## config.mk

```make
export PLATFORM = sky130hd
export DESIGN_NAME = centroid_homography_map_gate
export DESIGN_NICKNAME = d
export VERILOG_FILES = /design/src/rtl/chmg_pkg.sv /design/src/rtl/centroid_homography_map_gate.sv
export SDC_FILE = /design/constraint.sdc
export NUM_CORES = 2
export LEC_CHECK = 0
export ABC_AREA = 1
export BUFFER_PORTS_ARGS = -buffer_cell sky130_fd_sc_hd__buf_2
export CORE_UTILIZATION = 45
export DETAILED_ROUTE_END_ITERATION = 12
export GPL_TIMING_DRIVEN = 0
export SYNTH_ARGS = -nofsm -noshare
export SYNTH_HDL_FRONTEND = slang
export SYNTH_SLANG_ARGS = --single-unit
```

## constraint.sdc

```tcl
create_clock -name clk -period 27.9 [get_ports clk]
set_clock_uncertainty 0.15 [all_clocks]
set_input_delay 2.79 -clock clk [delete_from_list [all_inputs] [get_ports clk]]
set_output_delay 2.79 -clock clk [all_outputs]
set_load 0.03 [all_outputs]
```

## src/rtl/chmg_pkg.sv

```systemverilog
`default_nettype none
// ----------------------------------------------------------------------------
// chmg_pkg
// Types and codes shared by the centroid homography map gate.
// ----------------------------------------------------------------------------
package chmg_pkg;

	// result status codes
	typedef enum logic [1:0] {
		STAT_OK    = 2'd0,
		STAT_EMPTY = 2'd1,
		STAT_DEN   = 2'd2
	} stat_t;

	// configuration register indexes
	typedef enum logic [2:0] {
		REG_XX = 3'd0,
		REG_XY = 3'd1,
		REG_XO = 3'd2,
		REG_YX = 3'd3,
		REG_YY = 3'd4,
		REG_YO = 3'd5,
		REG_PX = 3'd6,
		REG_PY = 3'd7
	} reg_idx_t;

	// operation carried by the shared divider
	typedef enum logic [1:0] {
		DIV_CX = 2'd0,
		DIV_CY = 2'd1,
		DIV_QX = 2'd2,
		DIV_QY = 2'd3
	} div_op_t;

	typedef enum logic [3:0] {
		ST_IDLE    = 4'd0,
		ST_DIV_LD  = 4'd1,
		ST_DIV_PRE = 4'd2,
		ST_DIV_RUN = 4'd3,
		ST_DIV_END = 4'd4,
		ST_MAC     = 4'd5,
		ST_CHK     = 4'd6,
		ST_ADJ     = 4'd7,
		ST_DONE    = 4'd8
	} state_t;

	localparam logic [31:0] COEF_ONE    = 32'd16777216;
	localparam int          Y_BIAS      = 20;
	localparam int          GATE_STEP   = 100;
	localparam int          MAC_LAST    = 6;
	localparam int          QUO_BITS    = 16;

endpackage : chmg_pkg
`default_nettype wire

```

## src/rtl/centroid_homography_map_gate.sv

```systemverilog
`default_nettype none
// ----------------------------------------------------------------------------
// centroid_homography_map_gate
// Mask centroid, projective mapping to screen coordinates and continuity gate.
// ----------------------------------------------------------------------------
// sequence: centroid x and y divisions, projective sums, denominator check, y bias,
// screen x and y divisions; an empty mask goes straight to the result
// throughput: no new request until the last result is loaded, with the single
// restoring divider (one quotient bit per cycle) shared by all four divisions
// reset: arst_n clears the sequencer, output valid, the stored point and loads
// the register reset values; no clearing pass
module centroid_homography_map_gate
	import chmg_pkg::*;
#(
	parameter int MAX_DIM = 2048
) (
	input  wire logic        clk,
	input  wire logic        arst_n,
	// apb configuration
	input  wire logic        psel,
	input  wire logic        penable,
	input  wire logic        pwrite,
	input  wire logic [4:0]  paddr,
	input  wire logic [31:0] pwdata,
	output logic      [31:0] prdata,
	output logic             pready,
	// input stream
	input  wire logic        s_tvalid,
	output logic             s_tready,
	input  wire logic [87:0] s_tdata,  // pixel_count[22:0], sum_col[54:23], sum_row[86:55]
	// output stream
	output logic             m_tvalid,
	input  wire logic        m_tready,
	output logic      [39:0] m_tdata,  // screen_x[15:0], screen_y[31:16], move_click[32]
	output logic      [1:0]  m_tuser   // status[1:0]
);

	localparam int QW  = $clog2(MAX_DIM * 256);       // centroid width
	localparam int LIM = MAX_DIM * 256 - 1;
	localparam int PW  = QW + 33;                     // product width
	localparam int AW  = QW + 36;                     // divisor width
	localparam int NW  = AW + 7;                      // accumulator width
	localparam int DVW = NW - 1;                      // dividend magnitude width
	localparam int LW  = (QW > QUO_BITS) ? QW : QUO_BITS;
	localparam int IW  = $clog2(LW);
	localparam logic signed [NW-1:0] DEN_ONE = NW'(1) << 38;

	// configuration registers
	logic signed [31:0] xx_q, xy_q, xo_q, yx_q, yy_q, yo_q, px_q, py_q;

	state_t  state_q, state_d;
	div_op_t div_op_q;

	logic [22:0] cnt_q;
	logic [31:0] scol_q, srow_q;
	logic [QW-1:0] cx_q, cy_q;

	logic signed [NW-1:0] acc_den_q, acc_nx_q, acc_ny_q;
	logic signed [PW-1:0] prod_s1;
	logic [2:0] step_q;

	logic [DVW-1:0] dvd_q;
	logic [AW-1:0]  dsr_q, rem_q;
	logic [LW-1:0]  low_q, quo_q;
	logic [IW-1:0]  iter_q;
	logic           ovf_q, neg_q;

	logic signed [15:0] res_x_q, res_y_q, prev_x_q, prev_y_q;
	stat_t stat_q;

	logic signed [15:0] out_x_q, out_y_q;
	logic               out_mc_q, m_tvalid_q;
	stat_t              out_st_q;

	logic accept, cfg_wr, load_out;

	// ---------------- configuration port ----------------
	assign pready = 1'b1;
	assign cfg_wr = psel & penable & pwrite & pready;

	always_ff @(posedge clk or negedge arst_n) begin
		if (!arst_n) begin
			xx_q <= COEF_ONE;
			xy_q <= '0;
			xo_q <= '0;
			yx_q <= '0;
			yy_q <= COEF_ONE;
			yo_q <= '0;
			px_q <= '0;
			py_q <= '0;
		end else if (cfg_wr) begin
			unique case (reg_idx_t'(paddr[4:2]))
				REG_XX: xx_q <= pwdata;
				REG_XY: xy_q <= pwdata;
				REG_XO: xo_q <= pwdata;
				REG_YX: yx_q <= pwdata;
				REG_YY: yy_q <= pwdata;
				REG_YO: yo_q <= pwdata;
				REG_PX: px_q <= pwdata;
				REG_PY: py_q <= pwdata;
			endcase
		end
	end

	always_comb begin
		unique case (reg_idx_t'(paddr[4:2]))
			REG_XX: prdata = xx_q;
			REG_XY: prdata = xy_q;
			REG_XO: prdata = xo_q;
			REG_YX: prdata = yx_q;
			REG_YY: prdata = yy_q;
			REG_YO: prdata = yo_q;
			REG_PX: prdata = px_q;
			REG_PY: prdata = py_q;
		endcase
	end

	// ---------------- shared arithmetic ----------------
	logic signed [31:0]   mac_coef;
	logic [QW-1:0]        mac_op;
	logic signed [PW-1:0] mac_prod;

	always_comb begin
		mac_coef = px_q;
		mac_op   = cx_q;
		unique case (step_q)
			3'd0: begin mac_coef = px_q; mac_op = cx_q; end
			3'd1: begin mac_coef = py_q; mac_op = cy_q; end
			3'd2: begin mac_coef = xx_q; mac_op = cx_q; end
			3'd3: begin mac_coef = xy_q; mac_op = cy_q; end
			3'd4: begin mac_coef = yx_q; mac_op = cx_q; end
			3'd5: begin mac_coef = yy_q; mac_op = cy_q; end
			default: begin mac_coef = px_q; mac_op = cx_q; end
		endcase
	end

	assign mac_prod = PW'(mac_coef) * PW'($signed({1'b0, mac_op}));

	logic                 is_cent;
	logic signed [NW-1:0] num_sel, num_mag;
	logic [DVW-1:0]       top;
	logic [AW:0]          trial, trial_diff;
	logic                 trial_ge;
	logic [QUO_BITS-1:0]  q16;
	logic signed [15:0]   sat_q;
	logic                 den_bad;

	assign is_cent = (div_op_q == DIV_CX) || (div_op_q == DIV_CY);
	assign num_sel = (div_op_q == DIV_QX) ? acc_nx_q : acc_ny_q;
	assign num_mag = num_sel[NW-1] ? -num_sel : num_sel;
	assign top     = is_cent ? (dvd_q >> QW) : (dvd_q >> QUO_BITS);

	assign trial      = {rem_q, low_q[LW-1]};
	assign trial_diff = trial - {1'b0, dsr_q};
	assign trial_ge   = trial >= {1'b0, dsr_q};

	assign q16 = quo_q[QUO_BITS-1:0];
	always_comb begin
		if (!neg_q) begin
			sat_q = (ovf_q || q16[15]) ? 16'sh7fff : $signed(q16);
		end else begin
			sat_q = (ovf_q || q16 > 16'h8000) ? 16'sh8000 : -$signed(q16);
		end
	end

	assign den_bad = acc_den_q[NW-1] || (acc_den_q == '0);

	// ---------------- sequencer ----------------
	always_comb begin
		state_d = state_q;
		unique case (state_q)
			ST_IDLE: begin
				if (accept) begin
					state_d = (s_tdata[22:0] == '0) ? ST_DONE : ST_DIV_LD;
				end
			end
			ST_DIV_LD:  state_d = ST_DIV_PRE;
			ST_DIV_PRE: state_d = ST_DIV_RUN;
			ST_DIV_RUN: begin
				if (iter_q == '0) begin
					state_d = ST_DIV_END;
				end
			end
			ST_DIV_END: begin
				unique case (div_op_q)
					DIV_CX: state_d = ST_DIV_LD;
					DIV_CY: state_d = ST_MAC;
					DIV_QX: state_d = ST_DIV_LD;
					DIV_QY: state_d = ST_DONE;
				endcase
			end
			ST_MAC: begin
				if (step_q == 3'(MAC_LAST)) begin
					state_d = ST_CHK;
				end
			end
			ST_CHK:  state_d = den_bad ? ST_DONE : ST_ADJ;
			ST_ADJ:  state_d = ST_DIV_LD;
			ST_DONE: begin
				if (load_out) begin
					state_d = ST_IDLE;
				end
			end
			default: state_d = ST_IDLE;
		endcase
	end

	always_comb begin
		s_tready = (state_q == ST_IDLE);
		load_out = (state_q == ST_DONE) && (!m_tvalid_q || m_tready);
	end

	assign accept = s_tvalid & s_tready;

	always_ff @(posedge clk or negedge arst_n) begin
		if (!arst_n) begin
			state_q <= ST_IDLE;
		end else begin
			state_q <= state_d;
		end
	end

	// ---------------- datapath ----------------
	always_ff @(posedge clk) begin
		unique case (state_q)
			ST_IDLE: begin
				if (accept) begin
					cnt_q     <= s_tdata[22:0];
					scol_q    <= s_tdata[54:23];
					srow_q    <= s_tdata[86:55];
					div_op_q  <= DIV_CX;
					res_x_q   <= '0;
					res_y_q   <= '0;
					stat_q    <= (s_tdata[22:0] == '0) ? STAT_EMPTY : STAT_OK;
					acc_den_q <= DEN_ONE;
					acc_nx_q  <= NW'(xo_q) <<< 16;
					acc_ny_q  <= NW'(yo_q) <<< 16;
				end
			end
			ST_DIV_LD: begin
				unique case (div_op_q)
					DIV_CX: begin
						dvd_q <= DVW'({scol_q, 8'h00});
						dsr_q <= AW'(cnt_q);
						neg_q <= 1'b0;
					end
					DIV_CY: begin
						dvd_q <= DVW'({srow_q, 8'h00});
						dsr_q <= AW'(cnt_q);
						neg_q <= 1'b0;
					end
					DIV_QX, DIV_QY: begin
						dvd_q <= num_mag[DVW-1:0];
						dsr_q <= acc_den_q[AW-1:0];
						neg_q <= num_sel[NW-1];
					end
				endcase
			end
			ST_DIV_PRE: begin
				// quotient too wide for the result when the top part reaches the divisor
				ovf_q <= top >= DVW'(dsr_q);
				rem_q <= top[AW-1:0];
				quo_q <= '0;
				if (is_cent) begin
					low_q  <= LW'(dvd_q[QW-1:0]) << (LW - QW);
					iter_q <= IW'(QW - 1);
				end else begin
					low_q  <= LW'(dvd_q[QUO_BITS-1:0]) << (LW - QUO_BITS);
					iter_q <= IW'(QUO_BITS - 1);
				end
			end
			ST_DIV_RUN: begin
				rem_q  <= trial_ge ? trial_diff[AW-1:0] : trial[AW-1:0];
				quo_q  <= {quo_q[LW-2:0], trial_ge};
				low_q  <= low_q << 1;
				iter_q <= iter_q - IW'(1);
			end
			ST_DIV_END: begin
				unique case (div_op_q)
					DIV_CX: begin
						cx_q     <= (ovf_q || quo_q > LW'(LIM)) ? QW'(LIM) : quo_q[QW-1:0];
						div_op_q <= DIV_CY;
					end
					DIV_CY: begin
						cy_q   <= (ovf_q || quo_q > LW'(LIM)) ? QW'(LIM) : quo_q[QW-1:0];
						step_q <= '0;
					end
					DIV_QX: begin
						res_x_q  <= sat_q;
						div_op_q <= DIV_QY;
					end
					DIV_QY: begin
						res_y_q <= sat_q;
					end
				endcase
			end
			ST_MAC: begin
				// product issued at step k is summed at step k+1
				prod_s1 <= mac_prod;
				step_q  <= step_q + 3'd1;
				unique case (step_q)
					3'd1, 3'd2: acc_den_q <= acc_den_q + NW'(prod_s1);
					3'd3, 3'd4: acc_nx_q  <= acc_nx_q + NW'(prod_s1);
					3'd5, 3'd6: acc_ny_q  <= acc_ny_q + NW'(prod_s1);
					default: ;
				endcase
			end
			ST_CHK: begin
				if (den_bad) begin
					stat_q <= STAT_DEN;
				end
				acc_nx_q <= acc_nx_q <<< 6;
				acc_ny_q <= (acc_ny_q <<< 6) + (acc_den_q <<< 4);
			end
			ST_ADJ: begin
				// bias of 20 goes in before truncation: 16*den + 4*den
				acc_ny_q <= acc_ny_q + (acc_den_q <<< 2);
				div_op_q <= DIV_QX;
			end
			default: ;
		endcase
	end

	// ---------------- continuity gate and output register ----------------
	logic signed [16:0] dx, dy;
	logic               gate;

	assign dx   = {res_x_q[15], res_x_q} - {prev_x_q[15], prev_x_q};
	assign dy   = {res_y_q[15], res_y_q} - {prev_y_q[15], prev_y_q};
	assign gate = (prev_x_q > 16'sd0) && (prev_y_q > 16'sd0)
	           && (res_x_q > 16'sd0) && (res_y_q > 16'sd0)
	           && (dx < 17'(GATE_STEP)) && (dy < 17'(GATE_STEP));

	always_ff @(posedge clk or negedge arst_n) begin
		if (!arst_n) begin
			m_tvalid_q <= 1'b0;
			prev_x_q   <= '0;
			prev_y_q   <= '0;
		end else begin
			if (load_out) begin
				m_tvalid_q <= 1'b1;
				prev_x_q   <= res_x_q;
				prev_y_q   <= res_y_q;
			end else if (m_tready) begin
				m_tvalid_q <= 1'b0;
			end
		end
	end

	always_ff @(posedge clk) begin
		if (load_out) begin
			out_x_q  <= res_x_q;
			out_y_q  <= res_y_q;
			out_mc_q <= gate;
			out_st_q <= stat_q;
		end
	end

	assign m_tvalid = m_tvalid_q;
	assign m_tdata  = {7'd0, out_mc_q, out_y_q, out_x_q};
	assign m_tuser  = out_st_q;

endmodule : centroid_homography_map_gate
`default_nettype wire

```

==> flow_summary.toml <==
[run_status]
run_status = "complete, but fails checks"
violations = "capacitance limit, slew limit"

[global_routing]
antenna_found_initial = 47
top_usage_layer = "met2"
grt_overflow = 0
grt_use_met2 = 0.6130
use_met3 = 0.1330
grt_pass1_wl_um = 642500
grtUsageMet1 = 0.5569
grt_start_max_net_pins = 127
groute.usage.overall = 0.4263
grt_pass1_vias = 91320

[clock_network]
root_buffer = "clkbuf_16"
cts_tree = "done"
clockBufferDepth = 3
cts.sinks = 946
hold_buffers = 0
clock_latency_ns = 0.81
clk_pin_slew_worst_paths_ns = 0.06
cts_setup_buffers = 0
cts_made_buffers = 110
htree_levels = 3
postCtsResizedCells = 0

[layout]
fillers = 21120
layout.nets = 14720
layout-drive-gt1-share = 0.04755
design_area_um2 = 104000
area_growth_syn_to_layout_pct = 9.840
final_common_cell = "nand2_1"
layout_common_cells = "nand2_1, inv_1, nor2_1"
finalNonFillerCells = 16330

[floorplan]
chipWidth_um = 460.7
rows = 167
start_util = 0.4549
die-area_um2 = 212200
io_pins = 209
die_h_um = 460.7
core_area_um2 = 208100

[critical_path]
r2r_slack_ns = 16.51
r2r-start = "step_q[1]"
r2r-end = "prod_s1[44]"
crit_arrival_ns = 11.73
path_class = "reg2reg"
cp_max_fo = 10
worst_ep_required_time_ns = 28.24
cp-end-kind = "flip-flop"
critPathLaunchType = "flip-flop"
r2r_cells = 27

[route]
drc = 0
wl_um = 462500
drt_iter0_drc = 12540
wire_per_inst_um = 28.32
antenna_left = 0
via_count = 97060
dr.pass1.iters = 9
via_per_inst = 5.943

[synthesis]
netlist.area_leader.share = 0.2071
syn-instance-count = 13040
synth_simple_gate_area_share = 0.2541
synth-seq-cells = 946
ys_types = 69
synth.avg_cell_area_um2 = 7.261
synthXorXnorAreaFrac = 0.01240
synth_fa_ha_area_frac = 0.2043
syn_area_um2 = 94660
synth_top_family_by_area = "simple AND/OR/NAND/NOR gates"
synth-main-ff-cell = "edfxtp_1"
synthTopCellsByArea = "edfxtp_1, fa_1, nand2_1, inv_1, dfrtp_1"
synth_edf_count = 653
synth-async-reset-ratio = 0.3097
synth_warnings = 0
synth_area_leader_cell = "edfxtp_1"
ys_seq_area_frac = 0.2846
synthMuxAreaShare = 0.0005551
synth_compound_area_frac = 0.1397

[sta]
min_period_over_period = 0.4082
timing.final.max_slew_violations = 25
fin_crit_ns = 11.39
setup-violations-final = 0
finalHoldViolCount = 0
max_slew_margin = -0.05549
rsz0062_at_grt = "false"
setup_tns_ns = 0
worstMarginPinSlew_ns = 1.573
clock.fmax_ghz = 0.08780

[placement]
place_area_um2 = 100000
dp.cells = 16080
portBuffers = 195
gp_congestion = 1.147
hpwl_um = 386300

[flow_run]
maxCapViolCount = 3

[hold_path]
holdCritStartpoint = "xo_q[30]"
whs_path_depth = 2
worstHoldEndpoint = "xo_q[30]"
hp-class = "reg2reg"
-- cells by family after synthesis --
| kind of cell | Yosys count |
|---|---|
| adders and majority gates | 1180 |
| muxes | 5 |
| buffers and inverters | 2582 |
| AOI/OAI and AO/OA | 2355 |
| xor gates and xnor gates | 134 |
| other | 2 |
| DFF | 946 |
| and+or+nand+nor | 5833 |
-- synthesized netlist by cell type, types with 64 or more instances --
library cell,n
o21ai_0,955
a21oi_1,829
nand4_1,183
xnor2_1,70
edfxtp_1,653
nand3_1,649
a221oi_1,65
ha_1,571
o22ai_1,77
fa_1,609
nor2_1,1620
xor2_1,64
nand2_1,3010
nor3_1,142
inv_1,2230
dfrtp_1,291
o21bai_1,70
clkbuf_1,257
-- layer usage --
layer | part of all wire | wire, um | up-vias
li1 | - | - | 43150
met1 | 0.39 | 181400 | 46650
met2 | 0.41 | 190100 | 6076
met3 | 0.13 | 58370 | 1120
met4 | 0.069 | 32020 | 58
met5 | 0.0013 | 588 | -
-- sequential cells by signal, summed over array words and instances (netlist names), 52 cells and up --
name       count
acc_den_q     62
dsr_q         55
prod_s1       52
dvd_q         61
rem_q         55
acc_nx_q      62
acc_ny_q      62
-- critical path, cell delays in order, from the launching register on --
cell and delay (ns):
edfxtp_1 0.44, inv_1 0.11, ha_1 0.20, inv_1 0.08
nand2_1 0.52, buf_2 0.40, mux2i_1 0.78, clkbuf_1 0.99
nor2_1 0.19, fa_1 0.77, inv_1 0.17, fa_1 0.54
fa_1 1.04, inv_1 0.37, fa_1 0.63, fa_1 0.45
fa_1 0.61, inv_1 0.07, fa_1 0.50, inv_1 0.04
ha_1 0.40, nand2_1 0.13, nor2_1 0.25, nand2_1 0.12
nor3_1 0.34, nand4_1 0.16, nand3_1 0.12, xor2_1 0.45
-- worst max path at each step --
stage          startpoint           to  slack, ns  cells after the start
2_1_floorplan  state_q[3]     dsr_q[0]      18.51                      3
3_3_place_gp   state_q[3]    dvd_q[17]      14.16                      3
3_5_place_dp    step_q[1]  prod_s1[44]      16.74                     27
4_1_cts         step_q[1]  prod_s1[44]      16.63                     27
5_1_grt         step_q[1]  prod_s1[44]      16.06                     27
6_report        step_q[1]  prod_s1[44]      16.51                     27
-- per-stage QoR --
stage                     hold slack, ns  utilization  setup WS [ns]
after floorplan                   0.2503            -          18.51
after global placement            0.3153       0.4764          14.16
after detailed placement          0.3227       0.4806          16.74
after CTS                         0.3376       0.4989          16.63
after global routing              0.3514       0.4992          16.06
final                             0.3344       0.4996          16.51
-- layout make-up --
class / instances / area [um^2] / area share
Buffer: 328 / 1414 / 0.01360
Sequential cell: 946 / 26940 / 0.2591
Multi-Input combinational cell: 9515 / 57950 / 0.5574
Antenna cell: 42 / 105.1 / 0.001011
Clock buffer: 153 / 3119 / 0.03000
Clock inverter: 55 / 705.7 / 0.006787
Tap cell: 2788 / 3488 / 0.03355
Timing Repair Buffer: 251 / 1784 / 0.01716
Inverter: 2254 / 8463 / 0.08139
Power is not shown: default switching activity piles up to over one toggle a cycle in this logic, so the estimate is an artifact.
